File: src/rtl/chfrp_pkg.sv
// Shared constants, types and the FD length table of the host frame receive parser.
`timescale 1ns / 1ps
package chfrp_pkg;

  localparam int HEADER_BYTES          = 12;
  localparam int FD_PAYLOAD_BYTES      = 64;
  localparam int CLASSIC_PAYLOAD_BYTES = 8;
  localparam int MAX_CHANNELS          = 8;
  localparam int STAMP_BYTES           = 4;
  localparam int BANKS                 = 2;
  localparam int WORDS_PER_BANK        = FD_PAYLOAD_BYTES / 8;

  localparam int POS_W     = 7;
  localparam int LEN_W     = 7;
  localparam int WORD_W    = $clog2(WORDS_PER_BANK);
  localparam int MEM_AW    = $clog2(BANKS * WORDS_PER_BANK);
  localparam int CFG_IDX_W = 4;

  localparam logic [POS_W-1:0] POS_LIMIT    = 7'd127;
  localparam logic [31:0]      RX_ECHO_MARK = 32'hFFFF_FFFF;

  localparam int FLAG_FD_BIT  = 1;
  localparam int FLAG_BRS_BIT = 2;
  localparam int FLAG_ESI_BIT = 3;
  localparam int RTR_BIT      = 30;

  localparam logic [POS_W-1:0] POS_ECHO_END = 7'd4;
  localparam logic [POS_W-1:0] POS_ID_END   = 7'd8;
  localparam logic [POS_W-1:0] POS_DLC      = 7'd8;
  localparam logic [POS_W-1:0] POS_CHAN     = 7'd9;
  localparam logic [POS_W-1:0] POS_FLAGS    = 7'd10;

  localparam logic [CFG_IDX_W-1:0] CFG_CHANNEL_COUNT    = 4'd0;
  localparam logic [CFG_IDX_W-1:0] CFG_TIMESTAMP_ENABLE = 4'd1;

  typedef struct packed {
    logic [2:0]       chan;
    logic [31:0]      frame_id;
    logic [LEN_W-1:0] payload_length;
    logic             is_fd;
    logic             bit_rate_switch;
    logic             error_passive;
    logic [31:0]      timestamp_us;
  } frame_desc_t;

  typedef struct packed {
    logic              en;
    logic [MEM_AW-1:0] addr;
    logic [2:0]        lane;
    logic [7:0]        data;
  } mem_wr_t;

  function automatic logic [LEN_W-1:0] fd_length(input logic [3:0] code);
    logic [LEN_W-1:0] len;
    case (code)
      4'd9:    len = 7'd12;
      4'd10:   len = 7'd16;
      4'd11:   len = 7'd20;
      4'd12:   len = 7'd24;
      4'd13:   len = 7'd32;
      4'd14:   len = 7'd48;
      4'd15:   len = 7'd64;
      default: len = {3'b000, code};
    endcase
    return len;
  endfunction

endpackage

File: src/rtl/chfrp_channels_if.sv
// Handshake channel interfaces: packet bytes in, frame words out, register writes.
`timescale 1ns / 1ps
interface chfrp_byte_if;
  logic       valid;
  logic       ready;
  logic [7:0] data_byte;
  logic       end_of_packet;
  modport source (output valid, data_byte, end_of_packet, input ready);
  modport sink   (input valid, data_byte, end_of_packet, output ready);
endinterface

interface chfrp_result_if;
  logic                       valid;
  logic                       ready;
  logic [2:0]                 chan;
  logic [31:0]                frame_id;
  logic [chfrp_pkg::LEN_W-1:0] payload_length;
  logic                       is_fd;
  logic                       bit_rate_switch;
  logic                       error_passive;
  logic [31:0]                timestamp_us;
  logic [2:0]                 word_index;
  logic [63:0]                payload_word;
  logic                       last_word;
  modport source (output valid, chan, frame_id, payload_length, is_fd, bit_rate_switch,
                  error_passive, timestamp_us, word_index, payload_word, last_word,
                  input ready);
  modport sink   (input valid, chan, frame_id, payload_length, is_fd, bit_rate_switch,
                  error_passive, timestamp_us, word_index, payload_word, last_word,
                  output ready);
endinterface

interface chfrp_cfg_if;
  logic                           valid;
  logic                           ready;
  logic [chfrp_pkg::CFG_IDX_W-1:0] reg_index;
  logic [7:0]                     wdata;
  modport source (output valid, reg_index, wdata, input ready);
  modport sink   (input valid, reg_index, wdata, output ready);
endinterface

File: src/rtl/chfrp_front.sv
// Front end: config registers, byte parser, payload writes and frame checks at packet end.
`timescale 1ns / 1ps
module chfrp_front (
  input  logic                             clk,
  input  logic                             rst_n,
  input  logic                             in_valid,
  input  logic [7:0]                       in_data_byte,
  input  logic                             in_end_of_packet,
  output logic                             in_ready,
  input  logic                             cfg_valid,
  input  logic [chfrp_pkg::CFG_IDX_W-1:0]  cfg_reg_index,
  input  logic [7:0]                       cfg_wdata,
  input  logic                             q_full,
  output logic                             push,
  output chfrp_pkg::frame_desc_t           push_desc,
  output chfrp_pkg::mem_wr_t               mem_wr
);

  logic [3:0]                   chan_count_r;
  logic [7:0]                   ts_enable_r;
  logic [chfrp_pkg::POS_W-1:0]  pos_r;
  logic [31:0]                  echo_r;
  logic [31:0]                  id_r;
  logic [7:0]                   dlc_r;
  logic [7:0]                   chan_byte_r;
  logic [7:0]                   flag_r;
  logic [31:0]                  stamp_r;
  logic [31:0]                  stamp_nxt;
  logic                         bank_r;

  logic                         accept;
  logic                         take;
  logic [chfrp_pkg::POS_W-1:0]  count;
  logic [chfrp_pkg::POS_W-1:0]  area;
  logic [chfrp_pkg::POS_W-1:0]  ts_start;
  logic [chfrp_pkg::POS_W-1:0]  ts_off;
  logic [chfrp_pkg::POS_W-1:0]  pay_idx;
  logic                         in_payload;
  logic                         in_stamp;
  logic                         fd;
  logic                         ts_on;
  logic [chfrp_pkg::LEN_W-1:0]  len;
  logic [7:0]                   need;
  logic                         frame_ok;

  assign in_ready = !q_full;
  assign accept   = in_valid && in_ready;
  assign take     = pos_r < chfrp_pkg::POS_LIMIT;
  assign count    = take ? pos_r + 7'd1 : chfrp_pkg::POS_LIMIT;

  assign fd       = flag_r[chfrp_pkg::FLAG_FD_BIT];
  assign area     = fd ? 7'(chfrp_pkg::FD_PAYLOAD_BYTES) : 7'(chfrp_pkg::CLASSIC_PAYLOAD_BYTES);
  assign ts_start = 7'(chfrp_pkg::HEADER_BYTES) + area;
  assign ts_off   = pos_r - ts_start;
  assign in_stamp = take && (pos_r >= ts_start) &&
                    (pos_r < ts_start + 7'(chfrp_pkg::STAMP_BYTES));
  assign pay_idx  = pos_r - 7'(chfrp_pkg::HEADER_BYTES);
  assign in_payload = (pos_r >= 7'(chfrp_pkg::HEADER_BYTES)) &&
                      (pos_r < 7'(chfrp_pkg::HEADER_BYTES + chfrp_pkg::FD_PAYLOAD_BYTES));

  always_comb begin
    stamp_nxt = stamp_r;
    if (accept && in_stamp) begin
      stamp_nxt[ts_off[1:0]*8 +: 8] = in_data_byte;
    end
  end

  always_comb begin
    if (fd) begin
      len = chfrp_pkg::fd_length((dlc_r > 8'd15) ? 4'd15 : dlc_r[3:0]);
    end else if (id_r[chfrp_pkg::RTR_BIT]) begin
      len = '0;
    end else begin
      len = (dlc_r > 8'(chfrp_pkg::CLASSIC_PAYLOAD_BYTES)) ?
            7'(chfrp_pkg::CLASSIC_PAYLOAD_BYTES) : dlc_r[6:0];
    end
  end

  assign ts_on = ts_enable_r[chan_byte_r[2:0]];
  assign need  = ts_on ? 8'(ts_start) + 8'(chfrp_pkg::STAMP_BYTES)
                       : 8'(chfrp_pkg::HEADER_BYTES) + {1'b0, len};

  assign frame_ok = (count >= 7'(chfrp_pkg::HEADER_BYTES)) &&
                    ({4'd0, chan_count_r} > chan_byte_r) &&
                    (chan_byte_r < 8'(chfrp_pkg::MAX_CHANNELS)) &&
                    (echo_r == chfrp_pkg::RX_ECHO_MARK) &&
                    ({1'b0, count} >= need);

  assign push = accept && in_end_of_packet && frame_ok;

  always_comb begin
    push_desc.chan            = chan_byte_r[2:0];
    push_desc.frame_id        = id_r;
    push_desc.payload_length  = len;
    push_desc.is_fd           = fd;
    push_desc.bit_rate_switch = flag_r[chfrp_pkg::FLAG_BRS_BIT];
    push_desc.error_passive   = flag_r[chfrp_pkg::FLAG_ESI_BIT];
    push_desc.timestamp_us    = ts_on ? stamp_nxt : '0;
  end

  always_comb begin
    mem_wr.en   = accept && in_payload;
    mem_wr.addr = {bank_r, pay_idx[5:3]};
    mem_wr.lane = pay_idx[2:0];
    mem_wr.data = in_data_byte;
  end

  always_ff @(posedge clk) begin
    if (!rst_n) begin
      chan_count_r <= 4'd1;
      ts_enable_r  <= '0;
    end else if (cfg_valid) begin
      case (cfg_reg_index)
        chfrp_pkg::CFG_CHANNEL_COUNT:    chan_count_r <= cfg_wdata[3:0];
        chfrp_pkg::CFG_TIMESTAMP_ENABLE: ts_enable_r  <= cfg_wdata;
        default: ;
      endcase
    end
  end

  always_ff @(posedge clk) begin
    if (!rst_n) begin
      pos_r       <= '0;
      echo_r      <= '0;
      id_r        <= '0;
      dlc_r       <= '0;
      chan_byte_r <= '0;
      flag_r      <= '0;
      stamp_r     <= '0;
      bank_r      <= 1'b0;
    end else begin
      stamp_r <= stamp_nxt;
      if (push) begin
        bank_r <= !bank_r;
      end
      if (accept) begin
        pos_r <= in_end_of_packet ? '0 : count;
        if (pos_r < chfrp_pkg::POS_ECHO_END) begin
          echo_r[pos_r[1:0]*8 +: 8] <= in_data_byte;
        end else if (pos_r < chfrp_pkg::POS_ID_END) begin
          id_r[pos_r[1:0]*8 +: 8] <= in_data_byte;
        end else if (pos_r == chfrp_pkg::POS_DLC) begin
          dlc_r <= in_data_byte;
        end else if (pos_r == chfrp_pkg::POS_CHAN) begin
          chan_byte_r <= in_data_byte;
        end else if (pos_r == chfrp_pkg::POS_FLAGS) begin
          flag_r <= in_data_byte;
        end
      end
    end
  end

endmodule

File: src/rtl/chfrp_queue.sv
// Two-entry frame descriptor queue; the read pointer names the payload bank of the head frame.
`timescale 1ns / 1ps
module chfrp_queue (
  input  logic                   clk,
  input  logic                   rst_n,
  input  logic                   push,
  input  chfrp_pkg::frame_desc_t push_desc,
  input  logic                   pop,
  output logic                   full,
  output logic                   head_valid,
  output chfrp_pkg::frame_desc_t head_desc,
  output logic                   head_bank
);

  chfrp_pkg::frame_desc_t entry_r [chfrp_pkg::BANKS];
  logic       wr_ptr_r;
  logic       rd_ptr_r;
  logic [1:0] count_r;

  assign full       = count_r == 2'd2;
  assign head_valid = count_r != 2'd0;
  assign head_desc  = entry_r[rd_ptr_r];
  assign head_bank  = rd_ptr_r;

  always_ff @(posedge clk) begin
    if (push) begin
      entry_r[wr_ptr_r] <= push_desc;
    end
  end

  always_ff @(posedge clk) begin
    if (!rst_n) begin
      wr_ptr_r <= 1'b0;
      rd_ptr_r <= 1'b0;
      count_r  <= '0;
    end else begin
      if (push) begin
        wr_ptr_r <= !wr_ptr_r;
      end
      if (pop) begin
        rd_ptr_r <= !rd_ptr_r;
      end
      case ({push, pop})
        2'b10:   count_r <= count_r + 2'd1;
        2'b01:   count_r <= count_r - 2'd1;
        default: count_r <= count_r;
      endcase
    end
  end

endmodule

File: src/rtl/chfrp_back.sv
// Back end: two-bank payload memory and the word sequencer that drains one frame at a time.
`timescale 1ns / 1ps
module chfrp_back (
  input  logic                              clk,
  input  logic                              rst_n,
  input  chfrp_pkg::mem_wr_t                mem_wr,
  input  logic                              head_valid,
  input  chfrp_pkg::frame_desc_t            head_desc,
  input  logic                              head_bank,
  output logic                              pop,
  output logic                              out_valid,
  input  logic                              out_ready,
  output chfrp_pkg::frame_desc_t            out_desc,
  output logic [chfrp_pkg::WORD_W-1:0]      out_word_index,
  output logic [63:0]                       out_payload_word,
  output logic                              out_last_word
);

  logic [63:0] mem [chfrp_pkg::BANKS * chfrp_pkg::WORDS_PER_BANK];

  logic [chfrp_pkg::WORD_W-1:0] w_r;
  logic [chfrp_pkg::WORD_W-1:0] words_m1;
  logic [chfrp_pkg::LEN_W-1:0]  len_m1;
  logic                         last;
  logic                         issue;
  logic [7:0]                   mask;

  logic                         rd_valid_r;
  logic [63:0]                  rd_data_r;
  chfrp_pkg::frame_desc_t       rd_desc_r;
  logic [chfrp_pkg::WORD_W-1:0] rd_word_r;
  logic                         rd_last_r;
  logic [7:0]                   rd_mask_r;
  logic [63:0]                  masked;

  logic                         out_valid_r;
  chfrp_pkg::frame_desc_t       out_desc_r;
  logic [chfrp_pkg::WORD_W-1:0] out_word_r;
  logic [63:0]                  out_data_r;
  logic                         out_last_r;

  assign len_m1   = head_desc.payload_length - 7'd1;
  assign words_m1 = (head_desc.payload_length == '0) ? '0 : len_m1[5:3];
  assign last     = w_r == words_m1;
  assign issue    = head_valid && !rd_valid_r && (!out_valid_r || out_ready);
  assign pop      = issue && last;

  always_comb begin
    for (int k = 0; k < 8; k++) begin
      mask[k] = {1'b0, w_r, 3'(k)} < head_desc.payload_length;
    end
  end

  always_comb begin
    for (int k = 0; k < 8; k++) begin
      masked[k*8 +: 8] = rd_mask_r[k] ? rd_data_r[k*8 +: 8] : 8'd0;
    end
  end

  always_ff @(posedge clk) begin
    if (mem_wr.en) begin
      mem[mem_wr.addr][mem_wr.lane*8 +: 8] <= mem_wr.data;
    end
  end

  always_ff @(posedge clk) begin
    if (issue) begin
      rd_data_r <= mem[{head_bank, w_r}];
      rd_desc_r <= head_desc;
      rd_word_r <= w_r;
      rd_last_r <= last;
      rd_mask_r <= mask;
    end
    if (rd_valid_r) begin
      out_desc_r <= rd_desc_r;
      out_word_r <= rd_word_r;
      out_data_r <= masked;
      out_last_r <= rd_last_r;
    end
  end

  always_ff @(posedge clk) begin
    if (!rst_n) begin
      w_r         <= '0;
      rd_valid_r  <= 1'b0;
      out_valid_r <= 1'b0;
    end else begin
      rd_valid_r <= issue;
      if (issue) begin
        w_r <= last ? '0 : w_r + 3'd1;
      end
      if (rd_valid_r) begin
        out_valid_r <= 1'b1;
      end else if (out_ready) begin
        out_valid_r <= 1'b0;
      end
    end
  end

  assign out_valid        = out_valid_r;
  assign out_desc         = out_desc_r;
  assign out_word_index   = out_word_r;
  assign out_payload_word = out_data_r;
  assign out_last_word    = out_last_r;

endmodule

File: src/rtl/can_host_frame_rx_parser.sv
// Top level of the CAN FD host frame receive parser: front end, descriptor queue, back end.
// Input: one packet byte per cycle; bytes stall only while two accepted frames await drain.
// A frame's first word goes through the queue, the memory read and the output registers.
// A new payload memory read starts only once the previous read has left its register.
// Reset (rst_n low, synchronous) clears parser state, queue and output; channel_count is 1.
// Payload memory holds no reset value; a frame reads only bytes of its own packet.
`timescale 1ns / 1ps
module can_host_frame_rx_parser (
  input  logic                  clk,
  input  logic                  rst_n,
  chfrp_byte_if.sink            in_ch,
  chfrp_result_if.source        out_ch,
  chfrp_cfg_if.sink             cfg_ch
);

  logic                    q_full;
  logic                    push;
  chfrp_pkg::frame_desc_t  push_desc;
  chfrp_pkg::mem_wr_t      mem_wr;
  logic                    pop;
  logic                    head_valid;
  chfrp_pkg::frame_desc_t  head_desc;
  logic                    head_bank;
  chfrp_pkg::frame_desc_t  out_desc;

  assign cfg_ch.ready = 1'b1;

  chfrp_front u_front (
    .clk              (clk),
    .rst_n            (rst_n),
    .in_valid         (in_ch.valid),
    .in_data_byte     (in_ch.data_byte),
    .in_end_of_packet (in_ch.end_of_packet),
    .in_ready         (in_ch.ready),
    .cfg_valid        (cfg_ch.valid),
    .cfg_reg_index    (cfg_ch.reg_index),
    .cfg_wdata        (cfg_ch.wdata),
    .q_full           (q_full),
    .push             (push),
    .push_desc        (push_desc),
    .mem_wr           (mem_wr)
  );

  chfrp_queue u_queue (
    .clk        (clk),
    .rst_n      (rst_n),
    .push       (push),
    .push_desc  (push_desc),
    .pop        (pop),
    .full       (q_full),
    .head_valid (head_valid),
    .head_desc  (head_desc),
    .head_bank  (head_bank)
  );

  chfrp_back u_back (
    .clk              (clk),
    .rst_n            (rst_n),
    .mem_wr           (mem_wr),
    .head_valid       (head_valid),
    .head_desc        (head_desc),
    .head_bank        (head_bank),
    .pop              (pop),
    .out_valid        (out_ch.valid),
    .out_ready        (out_ch.ready),
    .out_desc         (out_desc),
    .out_word_index   (out_ch.word_index),
    .out_payload_word (out_ch.payload_word),
    .out_last_word    (out_ch.last_word)
  );

  assign out_ch.chan            = out_desc.chan;
  assign out_ch.frame_id        = out_desc.frame_id;
  assign out_ch.payload_length  = out_desc.payload_length;
  assign out_ch.is_fd           = out_desc.is_fd;
  assign out_ch.bit_rate_switch = out_desc.bit_rate_switch;
  assign out_ch.error_passive   = out_desc.error_passive;
  assign out_ch.timestamp_us    = out_desc.timestamp_us;

endmodule

File: src/flat_wrapper.sv
// flat-port wrapper written by rule: the top's interface ports become plain ports
module can_host_frame_rx_parser_flat 
  (clk, rst_n, in_ch_valid, in_ch_data_byte, in_ch_end_of_packet, in_ch_ready, out_ch_valid, out_ch_chan, out_ch_frame_id, out_ch_payload_length, out_ch_is_fd, out_ch_bit_rate_switch, out_ch_error_passive, out_ch_timestamp_us, out_ch_word_index, out_ch_payload_word, out_ch_last_word, out_ch_ready, cfg_ch_valid, cfg_ch_reg_index, cfg_ch_wdata, cfg_ch_ready);
  chfrp_byte_if in_ch_i ();
  chfrp_result_if out_ch_i ();
  chfrp_cfg_if cfg_ch_i ();
  input  logic clk;
  input  logic rst_n;
  input wire logic [$bits(in_ch_i.valid)-1:0] in_ch_valid;
  input wire logic [$bits(in_ch_i.data_byte)-1:0] in_ch_data_byte;
  input wire logic [$bits(in_ch_i.end_of_packet)-1:0] in_ch_end_of_packet;
  output wire logic [$bits(in_ch_i.ready)-1:0] in_ch_ready;
  output wire logic [$bits(out_ch_i.valid)-1:0] out_ch_valid;
  output wire logic [$bits(out_ch_i.chan)-1:0] out_ch_chan;
  output wire logic [$bits(out_ch_i.frame_id)-1:0] out_ch_frame_id;
  output wire logic [$bits(out_ch_i.payload_length)-1:0] out_ch_payload_length;
  output wire logic [$bits(out_ch_i.is_fd)-1:0] out_ch_is_fd;
  output wire logic [$bits(out_ch_i.bit_rate_switch)-1:0] out_ch_bit_rate_switch;
  output wire logic [$bits(out_ch_i.error_passive)-1:0] out_ch_error_passive;
  output wire logic [$bits(out_ch_i.timestamp_us)-1:0] out_ch_timestamp_us;
  output wire logic [$bits(out_ch_i.word_index)-1:0] out_ch_word_index;
  output wire logic [$bits(out_ch_i.payload_word)-1:0] out_ch_payload_word;
  output wire logic [$bits(out_ch_i.last_word)-1:0] out_ch_last_word;
  input wire logic [$bits(out_ch_i.ready)-1:0] out_ch_ready;
  input wire logic [$bits(cfg_ch_i.valid)-1:0] cfg_ch_valid;
  input wire logic [$bits(cfg_ch_i.reg_index)-1:0] cfg_ch_reg_index;
  input wire logic [$bits(cfg_ch_i.wdata)-1:0] cfg_ch_wdata;
  output wire logic [$bits(cfg_ch_i.ready)-1:0] cfg_ch_ready;
  assign in_ch_i.valid = in_ch_valid;
  assign in_ch_i.data_byte = in_ch_data_byte;
  assign in_ch_i.end_of_packet = in_ch_end_of_packet;
  assign in_ch_ready = in_ch_i.ready;
  assign out_ch_valid = out_ch_i.valid;
  assign out_ch_chan = out_ch_i.chan;
  assign out_ch_frame_id = out_ch_i.frame_id;
  assign out_ch_payload_length = out_ch_i.payload_length;
  assign out_ch_is_fd = out_ch_i.is_fd;
  assign out_ch_bit_rate_switch = out_ch_i.bit_rate_switch;
  assign out_ch_error_passive = out_ch_i.error_passive;
  assign out_ch_timestamp_us = out_ch_i.timestamp_us;
  assign out_ch_word_index = out_ch_i.word_index;
  assign out_ch_payload_word = out_ch_i.payload_word;
  assign out_ch_last_word = out_ch_i.last_word;
  assign out_ch_i.ready = out_ch_ready;
  assign cfg_ch_i.valid = cfg_ch_valid;
  assign cfg_ch_i.reg_index = cfg_ch_reg_index;
  assign cfg_ch_i.wdata = cfg_ch_wdata;
  assign cfg_ch_ready = cfg_ch_i.ready;
  can_host_frame_rx_parser u_core (.clk(clk), .rst_n(rst_n), .in_ch(in_ch_i), .out_ch(out_ch_i), .cfg_ch(cfg_ch_i));
endmodule
File: config.mk
export PLATFORM = sky130hd
export DESIGN_NAME = can_host_frame_rx_parser_flat
export DESIGN_NICKNAME = d
export VERILOG_FILES = /design/src/rtl/chfrp_pkg.sv /design/src/rtl/chfrp_channels_if.sv /design/src/rtl/chfrp_front.sv /design/src/rtl/chfrp_queue.sv /design/src/rtl/chfrp_back.sv /design/src/rtl/can_host_frame_rx_parser.sv /design/src/flat_wrapper.sv
export SDC_FILE = /design/constraint.sdc
export NUM_CORES = 2
export LEC_CHECK = 0
export ABC_AREA = 1
export ABC_CLOCK_PERIOD_IN_PS = 15420
export BUFFER_PORTS_ARGS = -buffer_cell sky130_fd_sc_hd__buf_2
export CORE_AREA = 2 2 358 360
export CTS_BUF_LIST = sky130_fd_sc_hd__clkbuf_8
export DETAILED_ROUTE_END_ITERATION = 16
export DIE_AREA = 0 0 360 362
export PLACE_DENSITY = 0.63
export SYNTH_ARGS = -nofsm -noshare
export SYNTH_HDL_FRONTEND = slang
export SYNTH_SLANG_ARGS = --single-unit
File: constraint.sdc
create_clock -name clk -period 15.42 [get_ports clk]
set_input_delay 0.771 -clock clk [delete_from_list [all_inputs] [get_ports clk]]
set_output_delay 0.771 -clock clk [all_outputs]
set_load 0.05 [all_outputs]
==> reports/qor.yml <==
outcome: "complete, no violations"
crit_chain: "nor2_1 > nand2_1 > nor2_1 > inv_1 > nor3_1 > inv_1 > o21ai_0 > inv_1 > ha_1 > o31ai_1 > a21oi_1 > ha_1 > and3_1 > nand4_1 > nand3_1 > nand3_2 > nor2_4 > buf_4"
detailed_place_hpwl_um: 92320
final.fill_count: 10410
yosys_most_used_dff: "edfxtp_1"
h-tree-depth: 5
internal_power_mw: 6.560
endpoint_kind: "flip-flop"
clock_skew_ps: 63.32
fmax_ghz: 0.2038
rsz0062_at_grt: "false"
layout_setup_ws_ps: 10510
total_power_mw: 8.295
hold_class: "input pin to flip-flop"
ys_seq_area_share_pct: 75.29
yosysMostFrequentCell: "edfxtp_1"
vias_per_cell: 5.675
rows: 131
cp.required_ps: 16010
gp_congestion: 0.8901
critical_path_class: "flip-flop to flip-flop"
pwr-share-comb_pct: 1.1
areaGrowthSynthToFinish_pct: 11.44
cts_resized: 0
cellLeakagePower_nw: 25.34
ir_worst_vdd_uv: 92.96
drtAntennaViolNets: 0
fp.dieW_um: 360
core-area_sq_mm: 0.1267
routedWlPerCell_um: 22.66
grt_pass1_vias: 37290
grtUsageTotal_pct: 23.74
die_h_um: 362
drive_gt1_share_pct: 11.79
synth_commonest_cells: "1476 x edfxtp_1, 849 x nor2_1, 589 x o21ai_0"
tightest_slew_ps: 1343
dr.pass1.iters: 6
hold_viol_final: 0
relSlewSlack_pct: 10.43
path_max_fanout: 57
start_util_pct: 49.51
seq_area_sq_mm: 0.04725
cts_setup_buffers: 0
power_density_mw_per_mm2: 118.7
cp-start-kind: "flip-flop"
cp_slowest_stage_delay_ps: 740
cts_tree: "done"
drv_cap: 0
pre_cts_ws_ps: 10590
clk_path_buf_depth: 4
clkPwrFrac_pct: 41.6
critPathArrivalTime_ps: 5500
cts_sinks: 1621
path_common_cell: "inv_1"
numPortBuffers: 172
overflow: 0
synth.distinct_cells: 46
fp.dieArea_sq_mm: 0.1303
syn-num-nets: 4908
clockRootBuffer: "clkbuf_8"
synth_edf_count: 1476
multi_input_area_sq_mm: 0.01343
grt_pass1_wl_um: 233300
insertion_delay_ps: 1000
drt-total-wl_um: 156900
postLayoutCoreUtil_pct: 55.17
switching_power_mw: 1.735
num_vias: 39300
antenna_found_initial: 3
grt_max_degree: 258
drc_errors: 0
setup_viol: 0
synthTopCellsByArea: "edfxtp_1 71%, nor2_1 5.1%, o21ai_0 4.7%"
p_sw_share_pct: 20.91
ys_ff_latch: 1621
cts_inserted_buffers: 277
synthArstFlopShare_pct: 0
syn-instance-count: 4852
fin_crit_sh_pct: 31.82
avgSynthCellArea_sq_um: 12.93
synth_area_sq_mm: 0.06272
first_iter_violations: 4138
yosysTopAreaCell: "edfxtp_1"
period_needed_ps: 4907
tns_ps: 0
cts_hold_buf: 2
ys_warn_count: 0
nets: 5137
path_clk_slew_ps: 60
io_pins: 174
seqPwrFrac_pct: 57.3
slew_violations: 0
cpMaxStageDelayCell: "buf_4"
timing.hold.ws_ps: 87.35
synth_top_cell_area_share_pct: 70.66
==> power by group through the flow <==
stage                     clock [mW]  sequential [mW]  combinational, mW
after global placement             0             4.84             0.0896
after CTS                       3.52             4.75             0.0910
after floorplan                    0             4.84             0.0455
after global routing            3.71             4.75             0.0986
after detailed placement           0             4.84             0.0901
final                           3.45             4.75             0.0920
==> flip-flops by register name, indices dropped and copies added, names as in the netlist, 2 cells and up, named ones only <==
register,count
u_core.u_front.dlc_r,8
u_core.u_back.out_desc,77
u_core.u_back.out_word_index,3
u_core.u_back.rd_data_r,64
u_core.u_back.rd_mask_r,8
u_core.u_front.flag_r,3
u_core.u_front.ts_enable_r,8
u_core.u_front.echo_r,32
u_core.u_front.stamp_r,32
u_core.u_back.rd_desc_r,77
u_core.u_back.rd_word_r,3
u_core.u_queue.entry_r,154
u_core.u_back.w_r,3
u_core.u_front.chan_byte_r,8
u_core.u_back.mem,1024
u_core.u_front.pos_r,7
u_core.u_back.out_payload_word,64
u_core.u_queue.count_r,2
u_core.u_front.chan_count_r,4
u_core.u_front.id_r,32
==> layout by cell type, fill, tap and decap left out, types with 4 or more instances in the layout <==
master	netlist	final
nor2_1	849	842
clkbuf_8	0	284
buf_2	29	172
edfxtp_1	1476	1476
o211ai_1	62	62
clkinvlp_4	0	6
nor3_2	1	7
bufinv_16	0	6
a211oi_1	69	69
nor2_4	9	11
dfxtp_1	145	139
nor2_2	3	8
a21oi_1	108	108
nor3_1	34	28
nand3_1	106	106
clkinv_1	4	57
o21ai_0	589	589
o221ai_1	197	197
buf_4	7	68
clkinv_2	0	21
xor2_1	6	6
inv_2	6	6
ha_1	30	30
dfxtp_4	0	5
diode_2	0	4
o22ai_1	60	60
nand3_2	5	5
nand4_1	15	15
nand2_1	525	525
inv_1	229	311
==> stage by stage <==
stage,instance area [sq um],instances
floorplan,62720,4852
global placement,65090,6462
detailed placement,65090,6462
CTS,69890,6921
global route,69900,6924
finish,69900,6925
==> cell families after synthesis <==
| group | share of synthesized area [%] |
|---|---|
| AO/OA/AOI/OAI | 10.70 |
| XOR/XNOR | 0.08378 |
| adder cells (fa/ha/maj) | 0.5984 |
| buffers and inverters | 3.383 |
| flip-flops | 75.29 |
| other | 0.005979 |
| AND/OR/NAND/NOR | 9.936 |
==> cell type report <==
cell class / count / area share [%]
Sequential cell: 1621 / 67.59
Inverter: 240 / 1.323
Clock buffer: 284 / 5.592
Timing Repair Buffer: 244 / 2.048
Clock inverter: 173 / 1.237
Multi-Input combinational cell: 2697 / 19.22
Tap cell: 1662 / 2.975
Antenna cell: 4 / 0.01432
==> per-layer routing <==
| metal | global-route usage, % | vias up | part of all wire (%) |
|---|---|---|---|
| met5 | 0 | - | 0 |
| met4 | 7.934 | 0 | 2.7 |
| met3 | 5.336 | 270 | 7.7 |
| met2 | 37.25 | 1610 | 47 |
| met1 | 32.95 | 19280 | 43 |
| li1 | - | 18140 | - |
==> path summary, 6_finish.rpt <==
| path | startpoint | endpoint | slack, ps | cells past startpoint |
|---|---|---|---|---|
| worst max-delay path | u_core.u_front.dlc_r[4]$_SDFFE_PN0P_ | u_core.u_queue.entry_r[0][37]$_DFFE_PP_ | 10510 | 18 |
| worst min-delay path | cfg_ch_wdata[3] | u_core.u_front.chan_count_r[3]$_SDFFE_PN0P_ | 90 | 3 |
| worst max register to register | u_core.u_front.dlc_r[4]$_SDFFE_PN0P_ | u_core.u_queue.entry_r[0][37]$_DFFE_PP_ | 10510 | 18 |
| worst min register to register | u_core.u_back.rd_desc_r[60]$_DFFE_PP_ | u_core.u_back.out_desc[60]$_DFFE_PP_ | 400 | 0 |
==> worst max-delay path, delay by kind of cell (launching register included) <==
family,cells,cell delay (ps)
buffers and inverters,4,1030
flip-flops,1,310
AND/OR/NAND/NOR,9,1810
AO/OA/AOI/OAI,3,760
adder cells (fa/ha/maj),2,520
Power figures use the tool's default switching activity.
